--- src/hw/rtl/i2cms_pkg.sv ---
package i2cms_pkg;

    localparam logic [2:0] K_START = 3'd0;
    localparam logic [2:0] K_STOP  = 3'd1;
    localparam logic [2:0] K_WRITE = 3'd2;
    localparam logic [2:0] K_READ  = 3'd3;
    localparam logic [2:0] K_PROBE = 3'd4;

    localparam logic [4:0] PH_IDLE = 5'd0;
    localparam logic [4:0] PH_ST0  = 5'd1;
    localparam logic [4:0] PH_ST1  = 5'd2;
    localparam logic [4:0] PH_ST2  = 5'd3;
    localparam logic [4:0] PH_SP0  = 5'd4;
    localparam logic [4:0] PH_SP1  = 5'd5;
    localparam logic [4:0] PH_SP2  = 5'd6;
    localparam logic [4:0] PH_WD   = 5'd7;
    localparam logic [4:0] PH_WC   = 5'd8;
    localparam logic [4:0] PH_AK0  = 5'd9;
    localparam logic [4:0] PH_AK1  = 5'd10;
    localparam logic [4:0] PH_AKP  = 5'd11;
    localparam logic [4:0] PH_AKS1 = 5'd12;
    localparam logic [4:0] PH_AKS2 = 5'd13;
    localparam logic [4:0] PH_AKE  = 5'd14;
    localparam logic [4:0] PH_RH   = 5'd15;
    localparam logic [4:0] PH_RL   = 5'd16;
    localparam logic [4:0] PH_RA0  = 5'd17;
    localparam logic [4:0] PH_RA1  = 5'd18;
    localparam logic [4:0] PH_RA2  = 5'd19;
    localparam logic [4:0] PH_RA3  = 5'd20;

    localparam logic [7:0] ACK_TIMEOUT_RESET = 8'd250;

    typedef struct packed {
        logic       cmd_valid;
        logic [2:0] kind;
        logic [7:0] write_byte;
        logic       ack_after_read;
        logic       sda_sample;
    } item_t;

    typedef struct packed {
        logic       scl_level;
        logic       sda_level;
        logic       busy_res;
        logic       done_res;
        logic [7:0] read_data;
        logic       no_ack;
    } result_t;

    typedef struct packed {
        logic [4:0] phase;
        logic [2:0] bit_count;
        logic [7:0] shift_byte;
        logic [7:0] poll_count;
        logic [2:0] current_kind;
        logic       send_ack;
        logic       pin_scl;
        logic       pin_sda;
        logic [7:0] last_read;
        logic       nak_flag;
    } state_t;

endpackage

--- src/hw/rtl/i2c_master_bit_sequencer_top.sv ---
// Path: an input transfer passes through one input register and then one result
// register before its result can transfer.
// Throughput: one slot per cycle while m_tready does not hold back a pending result.
// Reset: aresetn is synchronous and active low. It returns the sequencer to
// idle with both pins released, clears read data and the no-ack flag, empties
// both registers and sets the timeout register to 250.
module i2c_master_bit_sequencer_top (
    input  logic        aclk,
    input  logic        aresetn,
    input  logic        cfg_wr_en,
    input  logic [7:0]  cfg_wr_data,
    input  logic        s_tvalid,
    output logic        s_tready,
    // cmd_valid [0], write_byte [8:1], ack_after_read [9], sda_sample [10], zero fill.
    input  logic [15:0] s_tdata,
    // kind [2:0].
    input  logic [2:0]  s_tuser,
    output logic        m_tvalid,
    input  logic        m_tready,
    // scl_level [0], sda_level [1], busy_res [2], done_res [3], read_data [11:4],
    // no_ack [12], zero fill.
    output logic [15:0] m_tdata
);

    logic [7:0]          ack_timeout_reg;
    logic                in_valid_reg;
    i2cms_pkg::item_t    in_item_reg;
    logic                out_valid_reg;
    i2cms_pkg::result_t  out_res_reg;
    i2cms_pkg::state_t   st_reg;
    i2cms_pkg::state_t   st_next;
    i2cms_pkg::result_t  res_next;
    i2cms_pkg::item_t    s_item;
    logic                advance;

    assign s_item.cmd_valid      = s_tdata[0];
    assign s_item.kind           = s_tuser;
    assign s_item.write_byte     = s_tdata[8:1];
    assign s_item.ack_after_read = s_tdata[9];
    assign s_item.sda_sample     = s_tdata[10];

    assign advance  = in_valid_reg && (!out_valid_reg || m_tready);
    assign s_tready = !in_valid_reg || advance;

    i2cms_step u_step (
        .state_i       (st_reg),
        .item_i        (in_item_reg),
        .ack_timeout_i (ack_timeout_reg),
        .state_o       (st_next),
        .result_o      (res_next)
    );

    always_ff @(posedge aclk) begin
        if (!aresetn) begin
            ack_timeout_reg <= i2cms_pkg::ACK_TIMEOUT_RESET;
        end else if (cfg_wr_en) begin
            ack_timeout_reg <= cfg_wr_data;
        end
    end

    always_ff @(posedge aclk) begin
        if (!aresetn) begin
            in_valid_reg <= 1'b0;
        end else if (s_tready) begin
            in_valid_reg <= s_tvalid;
        end
    end

    always_ff @(posedge aclk) begin
        if (s_tready && s_tvalid) begin
            in_item_reg <= s_item;
        end
    end

    always_ff @(posedge aclk) begin
        if (!aresetn) begin
            st_reg <= '{phase: i2cms_pkg::PH_IDLE, bit_count: 3'd0, shift_byte: 8'd0,
                        poll_count: 8'd0, current_kind: 3'd0, send_ack: 1'b0,
                        pin_scl: 1'b1, pin_sda: 1'b1, last_read: 8'd0,
                        nak_flag: 1'b0};
        end else if (advance) begin
            st_reg <= st_next;
        end
    end

    always_ff @(posedge aclk) begin
        if (!aresetn) begin
            out_valid_reg <= 1'b0;
        end else if (advance) begin
            out_valid_reg <= 1'b1;
        end else if (m_tready) begin
            out_valid_reg <= 1'b0;
        end
    end

    always_ff @(posedge aclk) begin
        if (advance) begin
            out_res_reg <= res_next;
        end
    end

    assign m_tvalid = out_valid_reg;
    assign m_tdata  = {3'd0, out_res_reg.no_ack, out_res_reg.read_data,
                       out_res_reg.done_res, out_res_reg.busy_res,
                       out_res_reg.sda_level, out_res_reg.scl_level};

    a_poll_bound: assert property (@(posedge aclk) disable iff (!aresetn)
        st_reg.phase == i2cms_pkg::PH_AKP |-> st_reg.poll_count <= ack_timeout_reg)
        else $error("Acknowledge poll count ran past the timeout.");

    a_bit_count_idle: assert property (@(posedge aclk) disable iff (!aresetn)
        (st_reg.phase != i2cms_pkg::PH_WD && st_reg.phase != i2cms_pkg::PH_WC &&
         st_reg.phase != i2cms_pkg::PH_RH && st_reg.phase != i2cms_pkg::PH_RL)
        |-> st_reg.bit_count == 3'd0)
        else $error("Bit counter is nonzero outside a data bit phase.");

    a_done_busy: assert property (@(posedge aclk) disable iff (!aresetn)
        out_valid_reg && out_res_reg.done_res |-> out_res_reg.busy_res)
        else $error("Done is flagged in a slot that is not busy.");

    a_state_holds: assert property (@(posedge aclk) disable iff (!aresetn)
        !advance |=> $stable(st_reg))
        else $error("Sequencer state moved without a transfer.");

endmodule

--- src/hw/rtl/i2cms_step.sv ---
module i2cms_step (
    input  i2cms_pkg::state_t  state_i,
    input  i2cms_pkg::item_t   item_i,
    input  logic [7:0]         ack_timeout_i,
    output i2cms_pkg::state_t  state_o,
    output i2cms_pkg::result_t result_o
);

    i2cms_pkg::state_t s;
    logic              busy;
    logic              done;
    logic [8:0]        poll_inc;

    always_comb begin
        s        = state_i;
        busy     = 1'b0;
        done     = 1'b0;
        poll_inc = {1'b0, state_i.poll_count} + 9'd1;

        if (s.phase == i2cms_pkg::PH_IDLE && item_i.cmd_valid &&
            item_i.kind <= i2cms_pkg::K_PROBE) begin
            s.current_kind = item_i.kind;
            s.bit_count    = 3'd0;
            s.poll_count   = 8'd0;
            case (item_i.kind)
                i2cms_pkg::K_START: s.phase = i2cms_pkg::PH_ST0;
                i2cms_pkg::K_PROBE: s.phase = i2cms_pkg::PH_ST0;
                i2cms_pkg::K_STOP:  s.phase = i2cms_pkg::PH_SP0;
                i2cms_pkg::K_WRITE: s.phase = i2cms_pkg::PH_WD;
                default:            s.phase = i2cms_pkg::PH_RH;
            endcase
            if (item_i.kind == i2cms_pkg::K_WRITE || item_i.kind == i2cms_pkg::K_PROBE) begin
                s.shift_byte = item_i.write_byte;
                s.nak_flag   = 1'b0;
            end else if (item_i.kind == i2cms_pkg::K_READ) begin
                s.shift_byte = 8'd0;
                s.send_ack   = item_i.ack_after_read;
            end
        end

        if (s.phase != i2cms_pkg::PH_IDLE) begin
            busy = 1'b1;
            case (s.phase)
                i2cms_pkg::PH_ST0: begin
                    s.pin_sda = 1'b1;
                    s.pin_scl = 1'b1;
                    s.phase   = i2cms_pkg::PH_ST1;
                end
                i2cms_pkg::PH_ST1: begin
                    s.pin_sda = 1'b0;
                    s.phase   = i2cms_pkg::PH_ST2;
                end
                i2cms_pkg::PH_ST2: begin
                    s.pin_scl = 1'b0;
                    if (s.current_kind == i2cms_pkg::K_PROBE) begin
                        s.phase = i2cms_pkg::PH_WD;
                    end else begin
                        s.phase = i2cms_pkg::PH_IDLE;
                        done    = 1'b1;
                    end
                end
                i2cms_pkg::PH_SP0: begin
                    s.pin_sda = 1'b0;
                    s.phase   = i2cms_pkg::PH_SP1;
                end
                i2cms_pkg::PH_SP1: begin
                    s.pin_scl = 1'b1;
                    s.phase   = i2cms_pkg::PH_SP2;
                end
                i2cms_pkg::PH_SP2: begin
                    s.pin_sda = 1'b1;
                    s.phase   = i2cms_pkg::PH_IDLE;
                    done      = 1'b1;
                end
                i2cms_pkg::PH_WD: begin
                    if (s.bit_count != 3'd0) begin
                        s.pin_scl = 1'b0;
                    end
                    s.pin_sda = s.shift_byte[7];
                    s.phase   = i2cms_pkg::PH_WC;
                end
                i2cms_pkg::PH_WC: begin
                    s.pin_scl    = 1'b1;
                    s.shift_byte = {s.shift_byte[6:0], 1'b0};
                    if (s.bit_count == 3'd7) begin
                        s.bit_count = 3'd0;
                        s.phase     = i2cms_pkg::PH_AK0;
                    end else begin
                        s.bit_count = s.bit_count + 3'd1;
                        s.phase     = i2cms_pkg::PH_WD;
                    end
                end
                i2cms_pkg::PH_AK0: begin
                    s.pin_scl    = 1'b0;
                    s.pin_sda    = 1'b1;
                    s.poll_count = 8'd0;
                    s.phase      = i2cms_pkg::PH_AK1;
                end
                i2cms_pkg::PH_AK1: begin
                    s.pin_scl = 1'b1;
                    s.phase   = i2cms_pkg::PH_AKP;
                end
                i2cms_pkg::PH_AKP: begin
                    if (!item_i.sda_sample) begin
                        s.pin_scl = 1'b0;
                        if (s.current_kind == i2cms_pkg::K_PROBE) begin
                            s.phase = i2cms_pkg::PH_SP0;
                        end else begin
                            s.phase = i2cms_pkg::PH_IDLE;
                            done    = 1'b1;
                        end
                    end else if (poll_inc > {1'b0, ack_timeout_i}) begin
                        s.pin_sda  = 1'b0;
                        s.nak_flag = 1'b1;
                        s.phase    = i2cms_pkg::PH_AKS1;
                    end else begin
                        s.poll_count = poll_inc[7:0];
                    end
                end
                i2cms_pkg::PH_AKS1: begin
                    s.pin_scl = 1'b1;
                    s.phase   = i2cms_pkg::PH_AKS2;
                end
                i2cms_pkg::PH_AKS2: begin
                    s.pin_sda = 1'b1;
                    s.phase   = i2cms_pkg::PH_AKE;
                end
                i2cms_pkg::PH_AKE: begin
                    s.pin_scl = 1'b0;
                    if (s.current_kind == i2cms_pkg::K_PROBE) begin
                        s.phase = i2cms_pkg::PH_SP0;
                    end else begin
                        s.phase = i2cms_pkg::PH_IDLE;
                        done    = 1'b1;
                    end
                end
                i2cms_pkg::PH_RH: begin
                    s.pin_scl    = 1'b1;
                    s.shift_byte = {s.shift_byte[6:0], item_i.sda_sample};
                    s.phase      = i2cms_pkg::PH_RL;
                end
                i2cms_pkg::PH_RL: begin
                    s.pin_scl = 1'b0;
                    if (s.bit_count == 3'd7) begin
                        s.bit_count = 3'd0;
                        s.phase     = i2cms_pkg::PH_RA0;
                    end else begin
                        s.bit_count = s.bit_count + 3'd1;
                        s.phase     = i2cms_pkg::PH_RH;
                    end
                end
                i2cms_pkg::PH_RA0: begin
                    s.pin_sda = ~s.send_ack;
                    s.phase   = i2cms_pkg::PH_RA1;
                end
                i2cms_pkg::PH_RA1: begin
                    s.pin_scl = 1'b1;
                    s.phase   = i2cms_pkg::PH_RA2;
                end
                i2cms_pkg::PH_RA2: begin
                    s.pin_scl = 1'b0;
                    if (s.send_ack) begin
                        s.phase = i2cms_pkg::PH_RA3;
                    end else begin
                        s.last_read = s.shift_byte;
                        s.phase     = i2cms_pkg::PH_IDLE;
                        done        = 1'b1;
                    end
                end
                i2cms_pkg::PH_RA3: begin
                    s.pin_sda   = 1'b1;
                    s.last_read = s.shift_byte;
                    s.phase     = i2cms_pkg::PH_IDLE;
                    done        = 1'b1;
                end
                default: begin
                    s.phase = i2cms_pkg::PH_IDLE;
                    busy    = 1'b0;
                end
            endcase
        end
    end

    assign state_o            = s;
    assign result_o.scl_level = s.pin_scl;
    assign result_o.sda_level = s.pin_sda;
    assign result_o.busy_res  = busy;
    assign result_o.done_res  = done;
    assign result_o.read_data = s.last_read;
    assign result_o.no_ack    = s.nak_flag;

endmodule
--- config.mk ---
export PLATFORM = sky130hd
export DESIGN_NAME = i2c_master_bit_sequencer_top
export DESIGN_NICKNAME = d
export VERILOG_FILES = /design/src/hw/rtl/i2cms_pkg.sv /design/src/hw/rtl/i2c_master_bit_sequencer_top.sv /design/src/hw/rtl/i2cms_step.sv
export SDC_FILE = /design/constraint.sdc
export NUM_CORES = 1
export LEC_CHECK = 0
export ABC_AREA = 1
export BUFFER_PORTS_ARGS = -buffer_cell sky130_fd_sc_hd__buf_4
export CAP_MARGIN = 30
export CORE_MARGIN = 2
export CORE_UTILIZATION = 59
export DETAILED_ROUTE_END_ITERATION = 10
export HOLD_SLACK_MARGIN = 0.15
export PLACE_DENSITY = 0.84
export SKIP_CTS_REPAIR_TIMING = 1
export SYNTH_ARGS = -nofsm -noshare
export SYNTH_HDL_FRONTEND = slang
export SYNTH_SLANG_ARGS = --single-unit
--- constraint.sdc ---
create_clock -name aclk -period 3.6 [get_ports aclk]
set_input_delay 0.72 -clock aclk [delete_from_list [all_inputs] [get_ports aclk]]
set_output_delay 0.72 -clock aclk [all_outputs]
set_load 0.01 [all_outputs]
==> impl_metrics.csv, run 1 <==
group,metric,value,unit
floorplanning,die_w,91.60,um
clocking,htreeDepth,3,
timing,max_freq,0.3183,GHz
finish,area_growth,12.02,%
placement,dpl_worst_slack,294.6,ps
clocking,clk_path_buf_depth,2,
logic_synthesis,yosysUniqueCellTypes,39,
worst_setup_path,slowest_delay,420,ps
route,num_vias,4314,
worst_setup_path,crit_path_cell_trace,"inv_1 > nor3_1 > nand3_1 > nor2_1 > nand2_1 > xor2_1 > inv_1 > ha_1 > nand2_1 > nor2_1 > nand3b_1 > nand2_1 > nand2_2 > o21ai_1 > o21ai_1 > nand2_1 > nand2_1",
route,via_per_inst,5.610,
route,dr.pass1.iters,6,
worst_setup_path,critPathBufInv,2,
finish,multi_input_area,2320,um^2
worst_setup_path,crit_top_cell,"nand2_1",
floorplanning,dieArea,8390,um^2
finish,final_layout_size_suffix_gt1_share,17.31,%
worst_setup_path,endpoint_kind,"register",
clocking,cts_tree,"yes",
clocking,cts_made_buffers,9,
logic_synthesis,yosys.area_share.adder,3.317,%
route,finalWirelength,11180,um
logic_synthesis,synth_compound_area_share,17.00,%
timing,finalSetupTns,0,ps
logic_synthesis,synth_seq_cells,76,
timing,fin_ws,458.7,ps
floorplanning,core,7331,um^2
timing,finalHoldViolCount,0,
logic_synthesis,ys_seq_area_share,39.58,%
logic_synthesis,synth_top_family_by_area,"simple AND/OR/NAND/NOR gates",
finish,insertedDiodeCount,0,
logic_synthesis,netlist_instances,627,
finish,nets,709,
finish,largest_register_ff_count,39,
route,drt-wirelength-per-cell,14.54,um
logic_synthesis,synth_xor_area_share,1.161,%
worst_setup_path,cpLargestDelayFamily,"simple AND/OR/NAND/NOR gates",
route,drc,0,
global_routing,grt_max_degree,49,
worst_setup_path,path_class,"reg2reg",
power_and_ir_drop,power.leakage,2.376,nW
timing,rsz0062_at_grt,"false",
worst_setup_path,cpMaxStageDelayCell,"dfxtp_1",
worst_setup_path,critPathLaunchType,"register",
finish,stdcell_count,769,
run,drv_cap,0,
global_routing,grt_use_total,28.33,%
worst_setup_path,crit_required,3710,ps
route,postRouteAntennaNets,0,
logic_synthesis,syn_area,4527,um^2
finish,area.sequential,1792,um^2
global_routing,grt_pass1_vias,4161,
timing,period_share,87.26,%
route,drtIter0Drc,337,
timing,fin_hold_ws,472.2,ps
timing,tightest_slew,907.9,ps
timing,slew_violations,0,
power_and_ir_drop,powerDensity,385.0,nW/um^2
finish,finish.utilization,69.18,%
timing,finalSetupViolCount,0,
placement,placed_area,4900,um^2
floorplanning,num_io_pins,50,
placement,gp_congestion,0.9569,
logic_synthesis,synth_area_per_cell,7.220,um^2
placement,dp_hpwl,8155,um
global_routing,grt_remaining_overflow,0,
logic_synthesis,ys_warn_count,0,
power_and_ir_drop,p_total,1.952,mW
clocking,ctsRootBufferMaster,"clkbuf_8",
global_routing,antenna_found_initial,0,
logic_synthesis,synthSimpleGateAreaFrac,29.46,%
placement,dp_cells,753,
logic_synthesis,synth.area.mux_share,0,%
worst_setup_path,arrival,3250,ps
finish,fillers,653,
timing,slew_headroom,39.10,%
placement,portBuffers,41,
timing,finalClockSkew,7.333,ps
worst_setup_path,critPathMaxFanout,18,
clocking,cts.sinks,76,
floorplanning,rows,31,
clocking,worstSkewPairLatency,360,ps
timing,period_needed,3141,ps
global_routing,grt_pass1_wl,19010,um
finish,fin_area,5071,um^2
min_path,hold_class,"reg2reg",
power_and_ir_drop,vdd_drop_max,244.6,uV
status,status,"finished clean",
floorplanning,die_h,91.60,um
clocking,clk_pin_slew,80,ps
floorplanning,start_util,61.75,%
synthesized netlist by cell type (all sizes together):
| library cell | instances | area, um^2 |
|---|---|---|
| a21boi | 4 | 30.03 |
| a21oi | 64 | 324.1 |
| and2 | 1 | 6.260 |
| buf | 9 | 62.55 |
| clkbuf | 13 | 48.80 |
| clkinv | 2 | 7.510 |
| conb | 1 | 3.750 |
| dfxtp | 49 | 980.9 |
| edfxtp | 27 | 810.8 |
| ha | 12 | 150.1 |
| inv | 81 | 306.6 |
| nand2 | 140 | 600.6 |
| nand3 | 47 | 257.8 |
| nand3b | 4 | 30.03 |
| nand4 | 7 | 43.79 |
| nor2 | 80 | 355.4 |
| nor3 | 7 | 40.04 |
| o211ai | 4 | 30.03 |
| o21ai | 65 | 355.3 |
| o21bai | 1 | 7.510 |
| o221ai | 1 | 8.760 |
| o22ai | 1 | 6.260 |
| o31ai | 1 | 7.510 |
| xor2 | 6 | 52.55 |
cell usage in the layout (no fill, tap or decap), types with 3 or more instances in the layout:
master,instances
buf_4,47
nand2_1,119
edfxtp_1,27
clkbuf_8,9
nand3_1,44
dfxtp_1,49
nand2_2,16
conb_1,3
o21ai_1,19
o211ai_1,4
o21ai_2,8
ha_1,12
inv_1,69
nand4_1,7
nor3_1,6
xor2_1,6
nor2_1,71
a21boi_0,4
nor2_2,6
o21ai_0,38
inv_2,11
nand2_4,5
nand3b_1,4
a21oi_1,63
final timing paths:
path / from / end / slack, ps / cells after the start
setup / recovery: st_reg[15]$_SDFFE_PN0P_ / m_tdata[1]$_DFFE_PP_ / 460 / 17
hold / removal: st_reg[31]$_SDFFE_PN0P_ / st_reg[31]$_SDFFE_PN0P_ / 470 / 2
setup reg to reg: st_reg[15]$_SDFFE_PN0P_ / m_tdata[1]$_DFFE_PP_ / 460 / 17
hold reg to reg: st_reg[31]$_SDFFE_PN0P_ / st_reg[31]$_SDFFE_PN0P_ / 470 / 2
worst register-to-register path: cells and delay by family, from the launching register on:
family	cells	cell delay (ps)
simple gates	11	1550
buf+inv	2	150
fa+ha+maj	1	310
compound gates	2	270
xor+xnor	1	190
flops	1	420
layout make-up:
| cell class | count | share of cell area [%] |
|---|---|---|
| Clock inverter | 5 | 0.7402 |
| Timing Repair Buffer | 47 | 6.958 |
| Inverter | 83 | 6.193 |
| Clock buffer | 11 | 2.591 |
| Sequential cell | 76 | 35.33 |
| Tap cell | 99 | 2.443 |
| Multi-Input combinational cell | 448 | 45.74 |
where the power goes:
| group | switching, mW | leakage (nW) | internal (mW) |
|---|---|---|---|
| clock | 0.328 | 0.0799 | 0.253 |
| combinational | 0.260 | 1.64 | 0.137 |
| sequential | 0.0302 | 0.660 | 0.943 |
logic make-up (layout without fill, tap and decap cells):
family | count (synthesis) | count (layout)
simple gates | 286 | 286
compound gates | 141 | 141
buf+inv | 105 | 146
flops | 76 | 76
fa+ha+maj | 12 | 12
xor+xnor | 6 | 6
other cells | 1 | 3
metal layers:
layer | GRT usage (%) | up-vias | share of wire, %
met5 | 0 | - | 0
met4 | 13.13 | 0 | 3.1
met3 | 4.813 | 35 | 5.5
met2 | 47.55 | 174 | 48
met1 | 35.43 | 1966 | 43
li1 | - | 2139 | -
Note: power is estimated with default switching activity, not from simulation.
==> run 2: changes to the inputs <==
SETUP_SLACK_MARGIN = 0.5   (was not set)
==> impl_metrics.csv, run 2 (synthesis gave the netlist of run 1 again) <==
group,metric,value,unit
status,status,"finished clean",
clocking,htreeDepth,3,
floorplanning,start_util,61.75,%
timing,fin_hold_ws,471.9,ps
route,drc,0,
finish,finish.utilization,69.45,%
placement,portBuffers,41,
finish,area_growth,12.47,%
worst_setup_path,cpMaxStageDelayCell,"dfxtp_2",
global_routing,grt_use_total,28.33,%
floorplanning,num_io_pins,50,
timing,period_needed,2855,ps
finish,most-common-layout-cells,"nand2_1, nor2_1, inv_1, a21oi_1, dfxtp_1",
worst_setup_path,critPathLaunchType,"register",
clocking,cts.sinks,76,
worst_setup_path,arrival,3120,ps
worst_setup_path,r2r_start,"st_reg[15]$_SDFFE_PN0P_",
power_and_ir_drop,switching_share,31.68,%
timing,rsz0062_at_grt,"false",
floorplanning,dieArea,8390,um^2
placement,dpl_worst_slack,294.6,ps
clocking,clk_path_buf_depth,2,
finish,fillers,648,
clocking,cts_tree,"yes",
global_routing,grt_pass1_wl,19010,um
worst_setup_path,critPathBufInv,1,
timing,finalClockSkew,6.105,ps
power_and_ir_drop,power.leakage,2.388,nW
clocking,worstSkewPairLatency,360,ps
floorplanning,die_h,91.60,um
timing,finalSetupTns,0,ps
worst_setup_path,r2r-end,"st_reg[34]$_SDFFE_PN0P_",
power_and_ir_drop,clockPowerShare,29.7,%
power_and_ir_drop,p_sw,0.6186,mW
min_path,hold_class,"reg2reg",
timing,period_share,79.31,%
route,num_vias,4332,
route,via_per_inst,5.633,
power_and_ir_drop,p_int,1.334,mW
global_routing,grt_remaining_overflow,0,
floorplanning,die_w,91.60,um
global_routing,grt_max_degree,49,
min_path,hold_depth,2,
worst_setup_path,critPathMaxFanout,18,
finish,largest_register_ff_count,39,
finish,fin_area,5091,um^2
timing,finalSetupViolCount,0,
worst_setup_path,r2r_cells,16,
worst_setup_path,crit_path_cell_trace,"ha_1 > nand2_1 > nor2_1 > nand3_1 > xor2_1 > inv_1 > ha_1 > a21oi_1 > o211ai_1 > a21oi_1 > nand2_2 > nand2_4 > nand3_1 > nand3b_1 > nand2_1 > a21oi_1",
worst_setup_path,r2r_setup_slack,740,ps
finish,insertedDiodeCount,0,
timing,tightest_slew,916.4,ps
timing,finalHoldViolCount,0,
worst_setup_path,crit_top_cell,"a21oi_1",
placement,dp_cells,753,
placement,placed_area,4900,um^2
placement,dp_hpwl,8155,um
finish,nets,709,
route,drt-wirelength-per-cell,14.58,um
power_and_ir_drop,p_total,1.953,mW
clocking,cts_made_buffers,9,
route,finalWirelength,11210,um
timing,slew_violations,0,
finish,final_layout_size_suffix_gt1_share,17.76,%
power_and_ir_drop,powerDensity,383.6,nW/um^2
route,postRouteAntennaNets,0,
worst_setup_path,path_class,"reg2reg",
power_and_ir_drop,vdd_drop_max,244.0,uV
worst_setup_path,slowest_delay,370,ps
route,drtIter0Drc,309,
placement,gp_congestion,0.9569,
global_routing,antenna_found_initial,0,
floorplanning,rows,31,
timing,slew_headroom,38.53,%
floorplanning,core,7331,um^2
finish,layout_commonest_cell,"nand2_1",
finish,stdcell_count,769,
power_and_ir_drop,combPwrFrac,20.5,%
min_path,worstHoldStart,"st_reg[33]$_SDFFE_PN0P_",
worst_setup_path,endpoint_kind,"register",
worst_setup_path,cpLargestDelayFamily,"simple AND/OR/NAND/NOR gates",
clocking,ctsRootBufferMaster,"clkbuf_8",
timing,fin_ws,745.0,ps
clocking,clk_pin_slew,80,ps
timing,max_freq,0.3503,GHz
power_and_ir_drop,seq_power_share,49.9,%
run,drv_cap,0,
route,dr.pass1.iters,5,
worst_setup_path,crit_required,3870,ps
global_routing,grt_pass1_vias,4161,
min_path,hold_end,"st_reg[33]$_SDFFE_PN0P_",
## run 2: cell counts in the layout (fill, tap and decap cells not counted)
Identical to the previous run, type by type.
## run 2: layout make-up
class / instances / area (um^2) / share of cell area (%)
multi-input cells: 448 / 2338 / 45.93
flip-flops and latches: 76 / 1793 / 35.22
repair buffers: 47 / 352.8 / 6.930
inverters: 83 / 314.1 / 6.169
clock buffers: 11 / 131.4 / 2.580
well taps: 99 / 123.9 / 2.433
clock inverters: 5 / 37.54 / 0.7373
## run 2: worst min-delay path: cells and delay by family, from the launching register on
family           cells  cell delay, ps
flip-flops           1             310
AND/OR/NAND/NOR      1              60
AO/OA/AOI/OAI        1              60
## run 2: power by group through the flow
stage / clock [mW] / combinational (mW) / sequential (mW)
CTS: 0.589 / 0.392 / 0.973
global placement: 0 / 0.380 / 0.990
floorplan: 0 / 0.276 / 0.990
finish: 0.580 / 0.399 / 0.974
global route: 0.629 / 0.448 / 0.979
detailed placement: 0 / 0.390 / 0.993
## run 2: worst max path at each step
stage | depth (start not counted) | to | startpoint
5_1_grt | 17 | st_reg[34]$_SDFFE_PN0P_ | st_reg[16]$_SDFFE_PN0P_
2_1_floorplan | 17 | st_reg[17]$_SDFFE_PN0P_ | st_reg[15]$_SDFFE_PN0P_
4_1_cts | 17 | m_tdata[1]$_DFFE_PP_ | st_reg[15]$_SDFFE_PN0P_
6_report | 16 | st_reg[34]$_SDFFE_PN0P_ | st_reg[15]$_SDFFE_PN0P_
3_3_place_gp | 17 | m_tdata[1]$_DFFE_PP_ | st_reg[15]$_SDFFE_PN0P_
3_5_place_dp | 17 | m_tdata[1]$_DFFE_PP_ | st_reg[15]$_SDFFE_PN0P_
## run 2: routing by layer
| layer | share of wire (%) | routed length [um] | track usage [%] |
|---|---|---|---|
| met3 | 5.9 | 662 | 4.813 |
| met1 | 43 | 4807 | 35.43 |
| met4 | 3.0 | 336 | 13.13 |
| met2 | 48 | 5407 | 47.55 |
| met5 | 0 | 0 | 0 |
==> run 3: changes to the inputs <==
CORE_UTILIZATION = 53   (was 59)
PLACE_DENSITY = 0.8   (was 0.84)
clock period = 2.5 ns   (was 3.6 ns; I/O delays follow)
==> impl_metrics.csv, run 3 (synthesis gave the netlist of run 1 again) <==
group,metric,value,unit
finish,nets,760,
global_routing,grt_pass1_vias,3894,
floorplanning,die_h,96.42,um
timing,rsz0062_at_grt,"true",
finish,layout_commonest_cell,"nand2_1",
worst_setup_path,r2r-end,"st_reg[21]$_SDFFE_PN0P_",
clocking,worstSkewPairLatency,370,ps
run,drv_cap,0,
route,drc,0,
worst_setup_path,endpoint_kind,"register",
timing,fin_ws,-52.22,ps
clocking,htreeDepth,3,
floorplanning,rows,33,
finish,finish.utilization,75.92,%
power_and_ir_drop,p_total,3.256,mW
finish,stdcell_count,826,
timing,period_share,102.1,%
power_and_ir_drop,combPwrFrac,25.4,%
route,drt-wirelength-per-cell,17.14,um
status,failed_checks,"negative setup slack",
finish,insertedDiodeCount,0,
worst_setup_path,r2r_start,"st_reg[16]$_SDFFE_PN0P_",
worst_setup_path,r2r_cells,17,
power_and_ir_drop,clockPowerShare,31.3,%
timing,period_needed,2552,ps
floorplanning,core,8258,um^2
worst_setup_path,critPathMaxFanout,8,
status,status,"finished with violations",
global_routing,grt_max_degree,49,
worst_setup_path,r2r_setup_slack,-50,ps
timing,finalSetupViolCount,5,
route,via_per_inst,5.877,
worst_setup_path,critPathLaunchType,"register",
floorplanning,num_io_pins,50,
power_and_ir_drop,power.leakage,2.810,nW
timing,slew_headroom,59.81,%
timing,fin_hold_ws,302.0,ps
timing,finalClockSkew,14.90,ps
finish,area_growth,38.50,%
route,postRouteAntennaNets,0,
min_path,hold_end,"in_item_reg[4]$_DFFE_PP_",
clocking,cts.sinks,76,
worst_setup_path,crit_required,2750,ps
placement,dp_hpwl,8112,um
min_path,hold_class,"in2reg",
route,num_vias,4854,
clocking,clk_pin_slew,100,ps
route,dr.pass1.iters,5,
power_and_ir_drop,seq_power_share,43.3,%
finish,most-common-layout-cells,"nand2_1, buf_4, inv_1, nor2_1, a21oi_1",
placement,gp_congestion,0.9777,
power_and_ir_drop,switching_share,33.46,%
finish,largest_register_ff_count,39,
clocking,cts_made_buffers,9,
min_path,worstHoldStart,"s_tdata[3]",
global_routing,grt_use_total,24.97,%
timing,slew_violations,0,
timing,max_freq,0.3918,GHz
floorplanning,die_w,96.42,um
min_path,hold_depth,1,
clocking,ctsRootBufferMaster,"clkbuf_8",
timing,tightest_slew,602.9,ps
power_and_ir_drop,p_int,2.166,mW
power_and_ir_drop,vdd_drop_max,498.4,uV
route,drtIter0Drc,487,
route,finalWirelength,14150,um
floorplanning,dieArea,9297,um^2
global_routing,grt_pass1_wl,18060,um
power_and_ir_drop,powerDensity,519.2,nW/um^2
timing,finalHoldViolCount,0,
finish,final_layout_size_suffix_gt1_share,35.23,%
placement,dp_cells,775,
floorplanning,start_util,54.82,%
power_and_ir_drop,p_sw,1.089,mW
global_routing,grt_remaining_overflow,0,
clocking,clk_path_buf_depth,2,
placement,portBuffers,41,
global_routing,antenna_found_initial,0,
worst_setup_path,arrival,2800,ps
clocking,cts_tree,"yes",
worst_setup_path,path_class,"reg2reg",
-- run 3: changes by cell type in the layout (fill, tap and decap cells not counted), sizes merged --
cell and change:
nand2 +4, inv +3, clkbuf -2, buf +47
bufinv +1, clkinvlp -2
-- run 3: power by group through the flow --
stage,Combinational (mW),Sequential [mW],Clock [mW]
floorplan,0.415,1.43,0
detailed placement,0.594,1.43,0
CTS,0.600,1.40,1.03
global route,0.890,1.42,1.08
finish,0.826,1.41,1.02
global placement,0.582,1.43,0
-- run 3: metal layers --
metal  vias to the layer above  track usage [%]  part of all wire (%)
met2                       294            41.09                    48
met5                         -                0                     0
met3                        69            4.034                   7.7
met1                      2244            33.27                    39
met4                         0            8.920                   4.7
li1                       2247                -                     -
-- run 3: metrics by stage --
| stage | area, um^2 | TNS, ps | worst slack (ps) |
|---|---|---|---|
| after global placement | 5112 | -419.8 | -63.25 |
| after CTS | 5324 | -2058 | -236.9 |
| after detailed placement | 5112 | -1364 | -160.9 |
| after floorplan | 4626 | 0 | 123.3 |
| final | 6270 | -104.1 | -52.22 |
| after global routing | 6270 | -3071 | -226.8 |
-- run 3: how the worst max path moves through the flow --
stage	from	end	slack (ps)
detailed placement	st_reg[15]$_SDFFE_PN0P_	st_reg[0]$_SDFFE_PN0P_	-160
CTS	st_reg[15]$_SDFFE_PN0P_	st_reg[0]$_SDFFE_PN0P_	-240
floorplan	st_reg[17]$_SDFFE_PN0P_	m_tdata[1]$_DFFE_PP_	120
finish	st_reg[16]$_SDFFE_PN0P_	st_reg[21]$_SDFFE_PN0P_	-50
global placement	st_reg[15]$_SDFFE_PN0P_	st_reg[22]$_SDFFE_PN0P_	-60
global route	st_reg[16]$_SDFFE_PN0P_	st_reg[21]$_SDFFE_PN0P_	-230
-- run 3: critical path, stage by stage (launching register included) --
cell,delay (ps)
dfxtp_4,390
inv_4,40
nor3_4,200
nand3_2,100
buf_4,150
xor2_1,140
inv_1,110
ha_4,290
nand2_1,80
nor2_4,130
nand3b_1,100
nand2_2,110
nand2_4,90
buf_6,150
o21ai_1,140
nand2_1,80
nand3_2,100
a21oi_2,50
-- run 3: area by class of cell --
type | instances | area, um^2
Inverter | 83 | 361.6
Timing Repair Buffer | 94 | 780.7
Clock inverter | 7 | 87.58
Tap cell | 105 | 131.4
Fill cell | 601 | 1988
Sequential cell | 76 | 1800
Clock buffer | 9 | 123.9
Multi-Input combinational cell | 452 | 2984
